File: src/rtl/core/swpis_pkg.sv
// Shared types and constants for the sliding window pixel index scan.
package swpis_pkg;

  localparam int DIM_W = 11;
  localparam int CNT_W = 20;
  localparam int IDX_W = 3;

  typedef logic [DIM_W-1:0] dim_t;
  typedef logic [CNT_W-1:0] cnt_t;
  typedef logic [IDX_W-1:0] reg_idx_t;

  // Register indexes of the configuration port
  localparam reg_idx_t REG_IMAGE_WIDTH   = 3'd0;
  localparam reg_idx_t REG_IMAGE_HEIGHT  = 3'd1;
  localparam reg_idx_t REG_WINDOW_SIZE   = 3'd2;
  localparam reg_idx_t REG_WINDOW_STRIDE = 3'd3;

  localparam dim_t RESET_IMAGE_WIDTH   = 11'd64;
  localparam dim_t RESET_IMAGE_HEIGHT  = 11'd64;
  localparam dim_t RESET_WINDOW_SIZE   = 11'd8;
  localparam dim_t RESET_WINDOW_STRIDE = 11'd4;

  typedef struct packed {
    dim_t image_width;
    dim_t image_height;
    dim_t window_size;
    dim_t window_stride;
  } cfg_t;

  typedef struct packed {
    dim_t window_origin_x;
    dim_t window_origin_y;
    dim_t pixel_x;
    dim_t pixel_y;
    cnt_t window_counter;
    cnt_t position_counter;
    logic scan_finished;
  } scan_state_t;

  typedef struct packed {
    logic valid_res;
    cnt_t window_number;
    cnt_t position_in_window;
    cnt_t pixel_index;
    logic last_in_window;
    logic last_of_scan;
    logic done_res;
  } result_t;

endpackage

File: src/rtl/core/swpis_step.sv
// Next scan position and result word for one advance or restart.
module swpis_step
  import swpis_pkg::*;
(
  input  cfg_t        cfg,
  input  scan_state_t cur,
  input  logic        restart,
  output scan_state_t next,
  output result_t     res
);

  scan_state_t          s;
  dim_t                 stride;
  logic                 empty;
  logic [DIM_W:0]       w_ext;
  logic [DIM_W:0]       h_ext;
  logic [DIM_W:0]       ws_ext;
  logic [DIM_W:0]       xend;
  logic [DIM_W:0]       yend;
  logic [DIM_W:0]       ox_end;
  logic [DIM_W:0]       oy_end;
  logic [DIM_W:0]       px_inc;
  logic [DIM_W:0]       py_inc;
  logic [DIM_W+1:0]     col_reach;
  logic [DIM_W+1:0]     row_reach;
  logic [2*DIM_W-1:0]   row_base;
  logic [2*DIM_W-1:0]   index_full;
  logic                 liw;
  logic                 last_col;
  logic                 last_row;
  logic                 los;
  dim_t                 next_ox;

  // Restart clears the scan before this word is served
  assign s      = restart ? '0 : cur;
  assign stride = (cfg.window_stride == '0) ? dim_t'(1) : cfg.window_stride;

  assign w_ext  = {1'b0, cfg.image_width};
  assign h_ext  = {1'b0, cfg.image_height};
  assign ws_ext = {1'b0, cfg.window_size};

  // No window fits when the window exceeds the image by a full stride or more
  assign empty = (cfg.image_width == '0) || (cfg.image_height == '0) ||
                 (cfg.window_size == '0) ||
                 (ws_ext >= w_ext + {1'b0, stride}) ||
                 (ws_ext >= h_ext + {1'b0, stride});

  // Clip the window to the image
  assign ox_end = {1'b0, s.window_origin_x} + ws_ext;
  assign oy_end = {1'b0, s.window_origin_y} + ws_ext;
  assign xend   = (ox_end > w_ext) ? w_ext : ox_end;
  assign yend   = (oy_end > h_ext) ? h_ext : oy_end;

  assign px_inc = {1'b0, s.pixel_x} + 1'b1;
  assign py_inc = {1'b0, s.pixel_y} + 1'b1;
  assign liw    = (px_inc >= xend) && (py_inc >= yend);

  // Origins are stride multiples, so the last one is where a further step
  // would push the window past the image edge
  assign col_reach = {2'b0, s.window_origin_x} + {2'b0, stride} + {1'b0, ws_ext};
  assign row_reach = {2'b0, s.window_origin_y} + {2'b0, stride} + {1'b0, ws_ext};
  assign last_col  = col_reach > {1'b0, w_ext};
  assign last_row  = row_reach > {1'b0, h_ext};
  assign los       = liw && last_col && last_row;

  assign row_base   = s.pixel_y * cfg.image_width;
  assign index_full = row_base + {{DIM_W{1'b0}}, s.pixel_x};

  // Build the result word
  always_comb begin
    res = '0;
    if (s.scan_finished || empty) begin
      res.done_res = 1'b1;
    end else begin
      res.valid_res          = 1'b1;
      res.window_number      = s.window_counter;
      res.position_in_window = s.position_counter;
      res.pixel_index        = index_full[CNT_W-1:0];
      res.last_in_window     = liw;
      res.last_of_scan       = los;
    end
  end

  assign next_ox = last_col ? '0 : dim_t'(s.window_origin_x + stride);

  // Advance the scan position
  always_comb begin
    next = s;
    if (s.scan_finished || empty || los) begin
      next.scan_finished = 1'b1;
    end else if (!liw) begin
      next.position_counter = s.position_counter + 1'b1;
      if (px_inc >= xend) begin
        next.pixel_x = s.window_origin_x;
        next.pixel_y = py_inc[DIM_W-1:0];
      end else begin
        next.pixel_x = px_inc[DIM_W-1:0];
      end
    end else begin
      next.position_counter = '0;
      next.window_counter   = s.window_counter + 1'b1;
      next.window_origin_x  = next_ox;
      next.pixel_x          = next_ox;
      if (last_col) begin
        next.window_origin_y = dim_t'(s.window_origin_y + stride);
        next.pixel_y         = dim_t'(s.window_origin_y + stride);
      end else begin
        next.pixel_y = s.window_origin_y;
      end
    end
  end

endmodule

File: src/rtl/core/sliding_window_pixel_index_scan.sv
// A result word appears in the output register in the cycle after its input word is accepted.
// Throughput: one word per cycle while out_ready takes the output; one multiplier and the window compares sit between
// the scan state register and the output register.
// Reset: configuration returns to 64 x 64 image, window 8, stride 4; the scan restarts
// at window zero and the output register is empty. A write to a known register restarts the scan.
module sliding_window_pixel_index_scan
  import swpis_pkg::*;
#(
  parameter int MAX_DIM = 1024
) (
  input  logic     clk,
  input  logic     rst,
  input  logic     cfg_write,
  input  reg_idx_t cfg_index,
  input  dim_t     cfg_data,
  input  logic     in_valid,
  output logic     in_ready,
  input  logic     restart,
  output logic     out_valid,
  input  logic     out_ready,
  output logic     valid_res,
  output cnt_t     window_number,
  output cnt_t     position_in_window,
  output cnt_t     pixel_index,
  output logic     last_in_window,
  output logic     last_of_scan,
  output logic     done_res
);

  cfg_t        cfg;
  scan_state_t scan;
  scan_state_t scan_next;
  result_t     res_next;
  result_t     res;
  dim_t        cfg_sat;
  logic        accept;

  // Saturate written values to the largest supported dimension
  assign cfg_sat = (32'(cfg_data) > MAX_DIM) ? dim_t'(MAX_DIM) : cfg_data;

  assign in_ready = !out_valid || out_ready;
  assign accept   = in_valid && in_ready;

  swpis_step u_step (
    .cfg     (cfg),
    .cur     (scan),
    .restart (restart),
    .next    (scan_next),
    .res     (res_next)
  );

  // Hold configuration; any known register write restarts the scan
  always_ff @(posedge clk) begin
    if (rst) begin
      cfg.image_width   <= RESET_IMAGE_WIDTH;
      cfg.image_height  <= RESET_IMAGE_HEIGHT;
      cfg.window_size   <= RESET_WINDOW_SIZE;
      cfg.window_stride <= RESET_WINDOW_STRIDE;
      scan              <= '0;
    end else if (cfg_write) begin
      case (cfg_index)
        REG_IMAGE_WIDTH: begin
          cfg.image_width <= cfg_sat;
          scan            <= '0;
        end
        REG_IMAGE_HEIGHT: begin
          cfg.image_height <= cfg_sat;
          scan             <= '0;
        end
        REG_WINDOW_SIZE: begin
          cfg.window_size <= cfg_sat;
          scan            <= '0;
        end
        REG_WINDOW_STRIDE: begin
          cfg.window_stride <= cfg_sat;
          scan              <= '0;
        end
        default: begin
        end
      endcase
    end else if (accept) begin
      scan <= scan_next;
    end
  end

  // Output register: load on accept, drop when taken
  always_ff @(posedge clk) begin
    if (rst) begin
      out_valid <= 1'b0;
    end else if (accept) begin
      out_valid <= 1'b1;
    end else if (out_ready) begin
      out_valid <= 1'b0;
    end
  end

  always_ff @(posedge clk) begin
    if (accept) begin
      res <= res_next;
    end
  end

  assign valid_res          = res.valid_res;
  assign window_number      = res.window_number;
  assign position_in_window = res.position_in_window;
  assign pixel_index        = res.pixel_index;
  assign last_in_window     = res.last_in_window;
  assign last_of_scan       = res.last_of_scan;
  assign done_res           = res.done_res;

endmodule
File: config.mk
export PLATFORM = sky130hd
export DESIGN_NAME = sliding_window_pixel_index_scan
export DESIGN_NICKNAME = d
export VERILOG_FILES = /design/src/rtl/core/swpis_pkg.sv /design/src/rtl/core/swpis_step.sv /design/src/rtl/core/sliding_window_pixel_index_scan.sv
export SDC_FILE = /design/constraint.sdc
export NUM_CORES = 1
export LEC_CHECK = 0
export ABC_AREA = 1
export BUFFER_PORTS_ARGS = -buffer_cell sky130_fd_sc_hd__buf_2
export CAP_MARGIN = 0
export CORE_MARGIN = 2
export CORE_UTILIZATION = 25
export CTS_CLUSTER_SIZE = 14
export DETAILED_ROUTE_END_ITERATION = 10
export PLACE_DENSITY = 0.36
export SYNTH_ARGS = -nofsm -noshare
export SYNTH_HDL_FRONTEND = slang
export SYNTH_SLANG_ARGS = --single-unit
File: constraint.sdc
create_clock -name clk -period 7.93 [get_ports clk]
set_clock_uncertainty 0.05 [all_clocks]
set_input_delay 2.379 -clock clk [delete_from_list [all_inputs] [get_ports clk]]
set_output_delay 2.379 -clock clk [all_outputs]
set_load 0.01 [all_outputs]
==> results.py, run 1 <==
metrics = {
    "run": {
        "cap_violations": 0,
    },
    "worst_setup_path": {
        "crit_type": "in -> reg",
        "path_delay_family": "compound AO/OA/AOI/OAI gates",
        "cp_data_required_time_ns": 8.32,
        "cpPeakStageDelay_ns": 0.43,
        "cpMaxStageDelayCell": "fa_1",
        "arrival_ns": 7.92,
        "worstSetupStartpointType": "input port",
        "crit_path_max_fanout": 32,
        "critPathMostFrequentCell": "nand2_1",
        "critPathBufInv": 10,
        "critPathCaptureType": "register",
        "r2r_slack_ns": 1.95,
    },
    "cts": {
        "cts-root-buf": "clkbuf_16",
        "numCtsBuffers": 17,
        "clk_latency_ns": 0.52,
        "htree_levels": 4,
        "postCtsSetupBuffers": 0,
        "postCtsHoldBufs": 0,
        "clkSlewWorstSetupHoldPaths_ns": 0.09,
        "cts_buffer_depth": 2,
        "cts_tree": "yes",
        "cts_resized": 0,
        "clock_sinks": 194,
    },
    "sta": {
        "hold_viol_final": 0,
        "worst_pin_slew_ns": 0.878,
        "slew_headroom_pct": 41.4,
        "fmax_mhz": 133,
        "fin_crit_sh_pct": 94.9,
        "setup_viol": 0,
        "min_period_ns": 7.53,
        "finalMaxSlewViolations": 0,
        "rsz0062_at_grt": "no",
    },
    "yosys": {
        "synth-main-ff-cell": "dfxtp_1",
        "synth-edff-count": 64,
        "netlist_top_cells_count": "nand2_1, inv_1, nor2_1",
        "seq_area_frac_synth_pct": 21.9,
        "synthAdderAreaFrac_pct": 23.6,
        "netlist_area_mm2": 0.0206,
        "synth_cell_types": 45,
        "yosysMostFrequentCell": "nand2_1",
        "synth-simple-area-share_pct": 27.4,
        "synth_compound_area_share_pct": 12.0,
        "postSynthAreaPerCell_um2": 6.86,
        "ys_ff_latch": 194,
        "synthMuxAreaShare_pct": 0,
        "yosys-top-cells-area": "ha_1, nand2_1, dfxtp_1",
        "synth_warnings": 0,
        "async_flop_share_pct": 0,
        "netlist_instances": 3009,
        "synthXorXnorAreaFrac_pct": 4.62,
        "synth.largest_area_cell": "ha_1",
        "synth_top_family_by_area": "simple AND/OR/NAND/NOR gates",
        "yosysTopAreaCellShare_pct": 14.1,
    },
    "route": {
        "via_per_inst": 4.77,
        "ant_nets": 0,
        "drc": 0,
        "vias": 20200,
        "firstDrtPassIters": 5,
        "wl_per_cell_um": 18.8,
        "drt_iter0_markers": 1299,
        "drt_wl_total_um": 79600,
    },
    "global_route": {
        "grt_max_degree": 65,
        "grt_overflow": 0,
        "grt_pass1_vias": 19800,
        "grt_usage_pct": 18.7,
        "grt_antenna_before_repair": 2,
        "grt_pass1_wl_um": 121000,
    },
    "pwr": {
        "p_per_area_mw_per_mm2": 125,
        "peakVddDrop_mv": 0.188,
        "p_leak_nw": 11.6,
        "total_power_mw": 2.98,
    },
    "placed_design": {
        "placed_cell_area_mm2": 0.0232,
        "hpwl_um": 62300,
        "routabilityCongestion": 0.906,
        "portBuffers": 85,
    },
    "worst_hold_path": {
        "hp-class": "reg -> reg",
    },
    "cells_and_area": {
        "final_area_mm2": 0.0238,
        "layout-drive-gt1-share_pct": 9.82,
        "areaGrowthSynthToFinish_pct": 15.4,
        "antennaDiodeCount": 0,
        "nNetsFinal": 3504,
    },
    "floorplanning": {
        "io_pins": 86,
        "die_h_um": 291,
        "start_util_pct": 25.2,
        "core_area_mm2": 0.0820,
        "fp.dieW_um": 291,
        "dieArea_mm2": 0.0849,
        "num_rows": 105,
    },
    "run_status": {
        "status": "finished clean",
    },
}
sequential cells by signal, indices dropped and copies added, names as in the netlist:
name and cells:
scan 85, cfg 44, pixel_index 20, position_in_window 20
window_number 20, done_res 1, last_in_window 1, last_of_scan 1
out_valid 1, valid_res 1
metrics by stage:
step                      worst slack, ns  setup TNS, ns  hold slack [ns]  utilization [%]  std cells
after CTS                           0.359              0            0.419             29.0       4237
final                               0.405              0            0.417             29.1       4237
after global routing               0.0174              0            0.428             29.1       4237
after global placement             -0.124          -1.23            0.403             28.3       4205
after detailed placement           -0.207          -7.97            0.406             28.3       4205
after floorplan                    0.0422              0            0.395                -       3010
cell usage in the layout (no fill, tap or decap), types with 7 or more instances in the layout:
cell / synthesis / layout
edfxtp_1: 64 / 64
buf_4: 6 / 157
or2_2: 10 / 10
fa_1: 98 / 98
buf_2: 26 / 84
nor4_1: 12 / 12
nand3_1: 190 / 187
clkbuf_16: 0 / 17
nor2_1: 293 / 291
xor2_1: 70 / 70
nor3_1: 44 / 44
a21oi_1: 268 / 268
a21o_1: 12 / 12
o21ai_0: 149 / 147
buf_12: 0 / 7
dfxtp_1: 130 / 130
nand2_1: 699 / 697
xnor2_1: 39 / 39
a31oi_1: 9 / 9
ha_1: 232 / 232
nand4_1: 85 / 85
inv_1: 431 / 429
worst reg2reg max path, delay by kind of cell, from the launching register on:
family | cells | cell delay, ns
compound gates | 3 | 0.78
xor+xnor | 2 | 0.23
fa+ha+maj | 4 | 1.43
flops | 1 | 0.75
buf+inv | 5 | 0.79
simple gates | 17 | 1.90
final cells by class:
type | count | area, µm²
multi-input combinational | 2254 | 14000
clock inverter | 14 | 144
tap | 1070 | 1340
clock buffer | 18 | 429
fill | 9116 | 58200
sequential | 194 | 4520
inverter | 438 | 1640
timing repair buffer | 249 | 1750
final timing paths:
path / to / startpoint / cells past startpoint
setup reg to reg: scan[77]$_SDFFE_PP0P_ / cfg[10]$_SDFFE_PP0P_ / 31
hold reg to reg: scan[35]$_SDFFE_PP0P_ / scan[35]$_SDFFE_PP0P_ / 2
setup / recovery: scan[77]$_SDFFE_PP0P_ / restart / 36
hold / removal: scan[35]$_SDFFE_PP0P_ / scan[35]$_SDFFE_PP0P_ / 2
layer usage:
metal,wire (µm),share of wire [%],vias to the layer above,GRT usage (%)
li1,-,-,10100,-
met1,38500,48,9610,26.0
met2,36800,46,444,30.9
met3,3170,4.0,54,2.34
met4,1090,1.4,2,3.77
met5,12,0.015,-,0
power by group:
part / switching (mW) / total (mW) / internal [mW]
Sequential: 0.0446 / 1.12 / 1.08
Clock: 0.501 / 0.920 / 0.420
Combinational: 0.632 / 0.931 / 0.299
cells by family after synthesis:
| family | Yosys count |
|---|---|
| XOR/XNOR | 109 |
| buffers and inverters | 562 |
| flip-flops | 194 |
| AO/OA/AOI/OAI | 468 |
| adder cells (fa/ha/maj) | 330 |
| AND/OR/NAND/NOR | 1345 |
| other | 1 |
(Power assumes the default switching activity.)
==> run 2, diff against run 1 <==
PLACE_DENSITY = 0.35   (was 0.36)
clock period = 7 ns   (was 7.93 ns; I/O delays follow)
==> run 2 against run 1 <==
Effect of this change:
- hold slack got worse by 0.00082 ns
- final cell count increased by 6.2%
- non-clock buffer count increased by 263
- worst setup slack got worse by 0.26 ns
- combinational power increased by 37%
- clock power increased by 21%
- via count increased by 5.2%
- die area unchanged
- critical endpoint unchanged
- highest routed layer unchanged
==> results.py, run 2 (same netlist as run 1, synthesis figures left out) <==
metrics = {
    "sta": {
        "fin_crit_sh_pct": 97.9,
        "finalMaxSlewViolations": 0,
        "final.setup.worst_slack_ns": 0.145,
        "fmax_mhz": 146,
        "min_period_ns": 6.85,
        "rsz0062_at_grt": "yes",
        "worst_pin_slew_ns": 0.952,
        "whs_ns": 0.417,
        "hold_viol_final": 0,
        "slew_headroom_pct": 35.8,
        "setup_viol": 0,
    },
    "cts": {
        "cts_tree": "yes",
        "postCtsHoldBufs": 0,
        "clock_sinks": 194,
        "clkSlewWorstSetupHoldPaths_ns": 0.08,
        "cts_buffer_depth": 2,
        "clk_latency_ns": 0.52,
        "htree_levels": 4,
        "numCtsBuffers": 17,
        "cts-root-buf": "clkbuf_16",
    },
    "worst_hold_path": {
        "hp-class": "reg -> reg",
    },
    "global_route": {
        "grt_usage_pct": 19.8,
        "grt_antenna_before_repair": 2,
        "grt_overflow": 0,
        "grt_pass1_vias": 20900,
        "grt_max_degree": 65,
        "grt_pass1_wl_um": 127000,
    },
    "worst_setup_path": {
        "cp_data_required_time_ns": 7.38,
        "path_delay_family": "simple AND/OR/NAND/NOR gates",
        "cpMaxStageDelayCell": "fa_2",
        "critPathMostFrequentCell": "nand2_1",
        "cpPeakStageDelay_ns": 0.36,
        "r2r_slack_ns": 1.15,
        "crit_type": "in -> reg",
        "arrival_ns": 7.24,
        "critPathBufInv": 12,
        "worstSetupStartpointType": "input port",
        "crit_path_max_fanout": 6,
        "critPathCaptureType": "register",
    },
    "pwr": {
        "peakVddDrop_mv": 0.200,
        "p_per_area_mw_per_mm2": 137,
        "total_power_mw": 3.66,
        "p_leak_nw": 13.1,
    },
    "route": {
        "vias": 21300,
        "firstDrtPassIters": 5,
        "wl_per_cell_um": 18.9,
        "ant_nets": 0,
        "drt_iter0_markers": 1304,
        "via_per_inst": 4.72,
        "drt_wl_total_um": 85100,
        "drc": 0,
    },
    "cells_and_area": {
        "largest_register_ffs": 85,
        "fin_cells": 4500,
        "antennaDiodeCount": 0,
        "layout-drive-gt1-share_pct": 20.3,
        "final_area_mm2": 0.0268,
        "reg_top3": "scan: 85 flops, cfg: 44 flops",
        "areaGrowthSynthToFinish_pct": 29.6,
        "most-common-layout-cells": "nand2_1, inv_1, buf_4",
        "layout_commonest_cell": "nand2_1",
        "nNetsFinal": 3767,
        "max_flop_register": "scan",
    },
    "placed_design": {
        "hpwl_um": 66800,
        "portBuffers": 85,
        "place_inst": 4436,
        "pre_cts_slack_ns": -0.761,
        "placed_cell_area_mm2": 0.0251,
        "routabilityCongestion": 0.888,
    },
    "run": {
        "cap_violations": 0,
    },
    "floorplanning": {
        "dieArea_mm2": 0.0849,
        "io_pins": 86,
        "start_util_pct": 25.2,
        "core_area_mm2": 0.0820,
        "die_h_um": 291,
        "fp.dieW_um": 291,
        "num_rows": 105,
    },
    "run_status": {
        "status": "finished clean",
    },
}
[run 2: changes by cell type in the layout (fill, tap and decap cells not counted), moves of 16 or more]
| cell | change |
|---|---|
| nand2_1 | -30 |
| a21oi_2 | +18 |
| o21ai_0 | -21 |
| buf_6 | +16 |
| a21oi_1 | -18 |
| buf_4 | +230 |
| nand2_2 | +22 |
[run 2: final timing paths]
check,from,end,depth (start not counted)
worst max-delay path,restart,scan[77]$_SDFFE_PP0P_,40
worst min-delay path,scan[28]$_SDFFE_PP0P_,scan[28]$_SDFFE_PP0P_,2
worst max register to register,cfg[1]$_SDFFE_PP0P_,scan[77]$_SDFFE_PP0P_,31
worst min register to register,scan[28]$_SDFFE_PP0P_,scan[28]$_SDFFE_PP0P_,2
[run 2: cell type report]
type                       instances  area (µm²)
multi-input combinational       2254       14600
timing repair buffer             512        4010
tap                             1070        1340
clock buffer                      17         425
sequential                       194        4520
clock inverter                    15         209
fill                            9006       55200
inverter                         438        1670
[run 2: routing by layer]
metal | vias to the layer above | part of all wire (%) | GRT usage, %
li1 | 10600 | - | -
met1 | 10100 | 48 | 27.5
met2 | 445 | 45 | 31.8
met3 | 89 | 3.6 | 2.36
met4 | 4 | 2.9 | 6.79
met5 | - | 0.080 | 0.454
[run 2: per-stage QoR]
step                      utilization [%]  setup TNS, ns
after global routing                 32.6          -7.94
after CTS                            31.6              0
after detailed placement             30.6         -60.81
after global placement               30.6         -55.27
final                                32.6              0
after floorplan                         -         -0.241
[run 2: worst reg2reg max path, delay by kind of cell (launching register included)]
family	cells	cell delay [ns]
flops	1	0.78
buf+inv	5	0.75
compound gates	3	0.82
fa+ha+maj	4	1.29
simple gates	17	1.78
xor+xnor	2	0.32
[run 2: repair_timing]
item | in CTS | in global routing
gates resized for setup | 26 | 155
setup buffers | 3 | 19
cloned | 2 | 8
endpoints found under the setup margin | 84 | 91
pin swaps | 3 | 73
[run 2: where the power goes]
group	internal (mW)	total (mW)	switching (mW)
Sequential	1.22	1.27	0.0488
Clock	0.521	1.11	0.584
Combinational	0.492	1.28	0.791
Total	2.24	3.66	1.42
==> run 3, diff against run 2 <==
CTS_BUF_LIST = sky130_fd_sc_hd__clkbuf_4 sky130_fd_sc_hd__clkbuf_8   (was default)
PLACE_DENSITY = default   (was 0.35)
==> run 3 against run 2 <==
Effect of this change:
- register-to-register slack improved by 0.20 ns
- sequential cell count is the same
- wire length fell by 17%
- via count fell by 1.7%
- clock power is 26% lower
- critical endpoint is now pixel_index[19]$_SDFFCE_PN0P_
==> results.py, run 3 (same netlist as run 1, synthesis figures left out) <==
metrics = {
    "run_status": {
        "status": "finished clean",
    },
    "pwr": {
        "p_int_mw": 1.90,
        "pwr-share-clk_pct": 25.8,
        "switchingPower_mw": 1.30,
        "seqPwrFrac_pct": 40.0,
        "peakVddDrop_mv": 0.121,
        "p_per_area_mw_per_mm2": 127,
        "swShare_pct": 40.6,
        "combPwrFrac_pct": 34.2,
        "p_leak_nw": 12.4,
    },
    "route": {
        "wl_per_cell_um": 15.9,
        "vias": 20900,
        "drc": 0,
        "firstDrtPassIters": 6,
        "drt_wl_total_um": 70400,
        "ant_nets": 0,
        "drt_iter0_markers": 1752,
        "via_per_inst": 4.74,
    },
    "sta": {
        "final.setup.tns_ns": 0,
        "whs_ns": 0.426,
        "min_period_ns": 6.73,
        "slew_headroom_pct": 36.1,
        "hold_viol_final": 0,
        "finalMaxSlewViolations": 0,
        "fmax_mhz": 149,
        "worst_pin_slew_ns": 0.954,
        "setup_viol": 0,
        "fin_crit_sh_pct": 96.1,
    },
    "worst_setup_path": {
        "arrival_ns": 7.11,
        "worstSetupStartpointType": "input port",
        "cp_data_required_time_ns": 7.38,
        "crit_path_max_fanout": 7,
        "critPathCaptureType": "register",
        "crit_type": "in -> reg",
    },
    "cells_and_area": {
        "nNetsFinal": 3677,
        "layout_commonest_cell": "nand2_1",
        "final_core_util_pct": 30.8,
        "largest_register_ffs": 85,
        "layout-drive-gt1-share_pct": 15.7,
        "max_flop_register": "scan",
        "fin_cells": 4412,
        "reg_top3": "scan: 85 flops, cfg: 44 flops",
        "areaGrowthSynthToFinish_pct": 22.2,
        "most-common-layout-cells": "nand2_1, inv_1, buf_4",
    },
    "cts": {
        "numCtsBuffers": 17,
        "cts-root-buf": "clkbuf_8",
        "clkSlewWorstSetupHoldPaths_ns": 0.12,
        "postCtsHoldBufs": 0,
        "cts_buffer_depth": 2,
        "htree_levels": 4,
        "clk_latency_ns": 0.60,
        "cts_tree": "yes",
        "clock_sinks": 194,
    },
    "floorplanning": {
        "fp.dieW_um": 291,
        "start_util_pct": 25.2,
        "dieArea_mm2": 0.0849,
        "core_area_mm2": 0.0820,
        "num_rows": 105,
        "io_pins": 86,
        "die_h_um": 291,
    },
    "global_route": {
        "grt_pass1_wl_um": 109000,
        "grt_antenna_before_repair": 2,
        "grt_overflow": 0,
        "grt_pass1_vias": 19300,
        "grt_usage_pct": 16.3,
        "grt_max_degree": 54,
    },
    "placed_design": {
        "place_inst": 4366,
        "routabilityCongestion": 0.932,
        "portBuffers": 85,
        "hpwl_um": 55100,
    },
    "worst_hold_path": {
        "hp-class": "reg -> reg",
    },
    "run": {
        "cap_violations": 0,
    },
}
-- run 3: cell type report --
| cell class | count | area (µm²) |
|---|---|---|
| Fill cell | 9006 | 56700 |
| Clock inverter | 15 | 203 |
| Antenna cell | 2 | 5.00 |
| Timing Repair Buffer | 422 | 3100 |
| Multi-Input combinational cell | 2254 | 14200 |
| Inverter | 438 | 1660 |
| Tap cell | 1070 | 1340 |
| Sequential cell | 194 | 4520 |
| Clock buffer | 17 | 234 |
-- run 3: per-stage QoR --
stage / cell area (µm²) / worst slack [ns] / power [mW]
2_1_floorplan: 20900 / -0.0225 / 1.98
3_3_place_gp: 24500 / -0.456 / 2.34
3_5_place_dp: 24500 / -0.506 / 2.35
4_1_cts: 25000 / 0.134 / 3.18
5_1_grt: 25200 / -0.0446 / 3.38
6_report: 25200 / 0.272 / 3.19
-- run 3: path summary, 6_finish.rpt --
kind / start / to / slack (ns) / cells after the start
hold reg to reg: scan[19]$_SDFFE_PP0P_ / scan[19]$_SDFFE_PP0P_ / 0.43 / 2
setup / recovery: restart / pixel_index[19]$_SDFFCE_PN0P_ / 0.27 / 24
setup reg to reg: cfg[10]$_SDFFE_PP0P_ / scan[75]$_SDFFE_PP0P_ / 1.35 / 30
hold / removal: scan[19]$_SDFFE_PP0P_ / scan[19]$_SDFFE_PP0P_ / 0.43 / 2
-- run 3: power groups by stage --
| stage | Sequential (mW) | Combinational, mW | Clock [mW] |
|---|---|---|---|
| after CTS | 1.28 | 1.06 | 0.850 |
| after floorplan | 1.29 | 0.684 | 0 |
| after global routing | 1.28 | 1.21 | 0.879 |
| final | 1.28 | 1.09 | 0.823 |
| after global placement | 1.30 | 1.04 | 0 |
| after detailed placement | 1.30 | 1.05 | 0 |
-- run 3: what timing repair did --
item                       CTS  global route
setup endpoints to repair    0            90
setup buffers                0            10
gates resized for setup      0            50
-- run 3: critical path: stages --
cell	delay (ns)
buf_2	0.13
buf_12	0.15
buf_4	0.16
nor2_4	0.22
inv_1	0.12
nor2_1	0.13
fa_1	0.45
fa_1	0.47
fa_1	0.56
inv_1	0.06
fa_1	0.52
inv_1	0.05
fa_1	0.47
ha_1	0.36
nand2_1	0.10
nor2_1	0.05
nand3_1	0.09
nand4_1	0.16
nand3_1	0.11
nand2_1	0.07
a21o_1	0.15
a21oi_1	0.15
o21ai_0	0.09
a21oi_1	0.17
-- run 3: routing by layer --
metal	track usage [%]	share of wire, %
met5	0	0
met4	4.32	2.4
met3	2.47	6.0
met2	25.9	45
met1	23.0	47
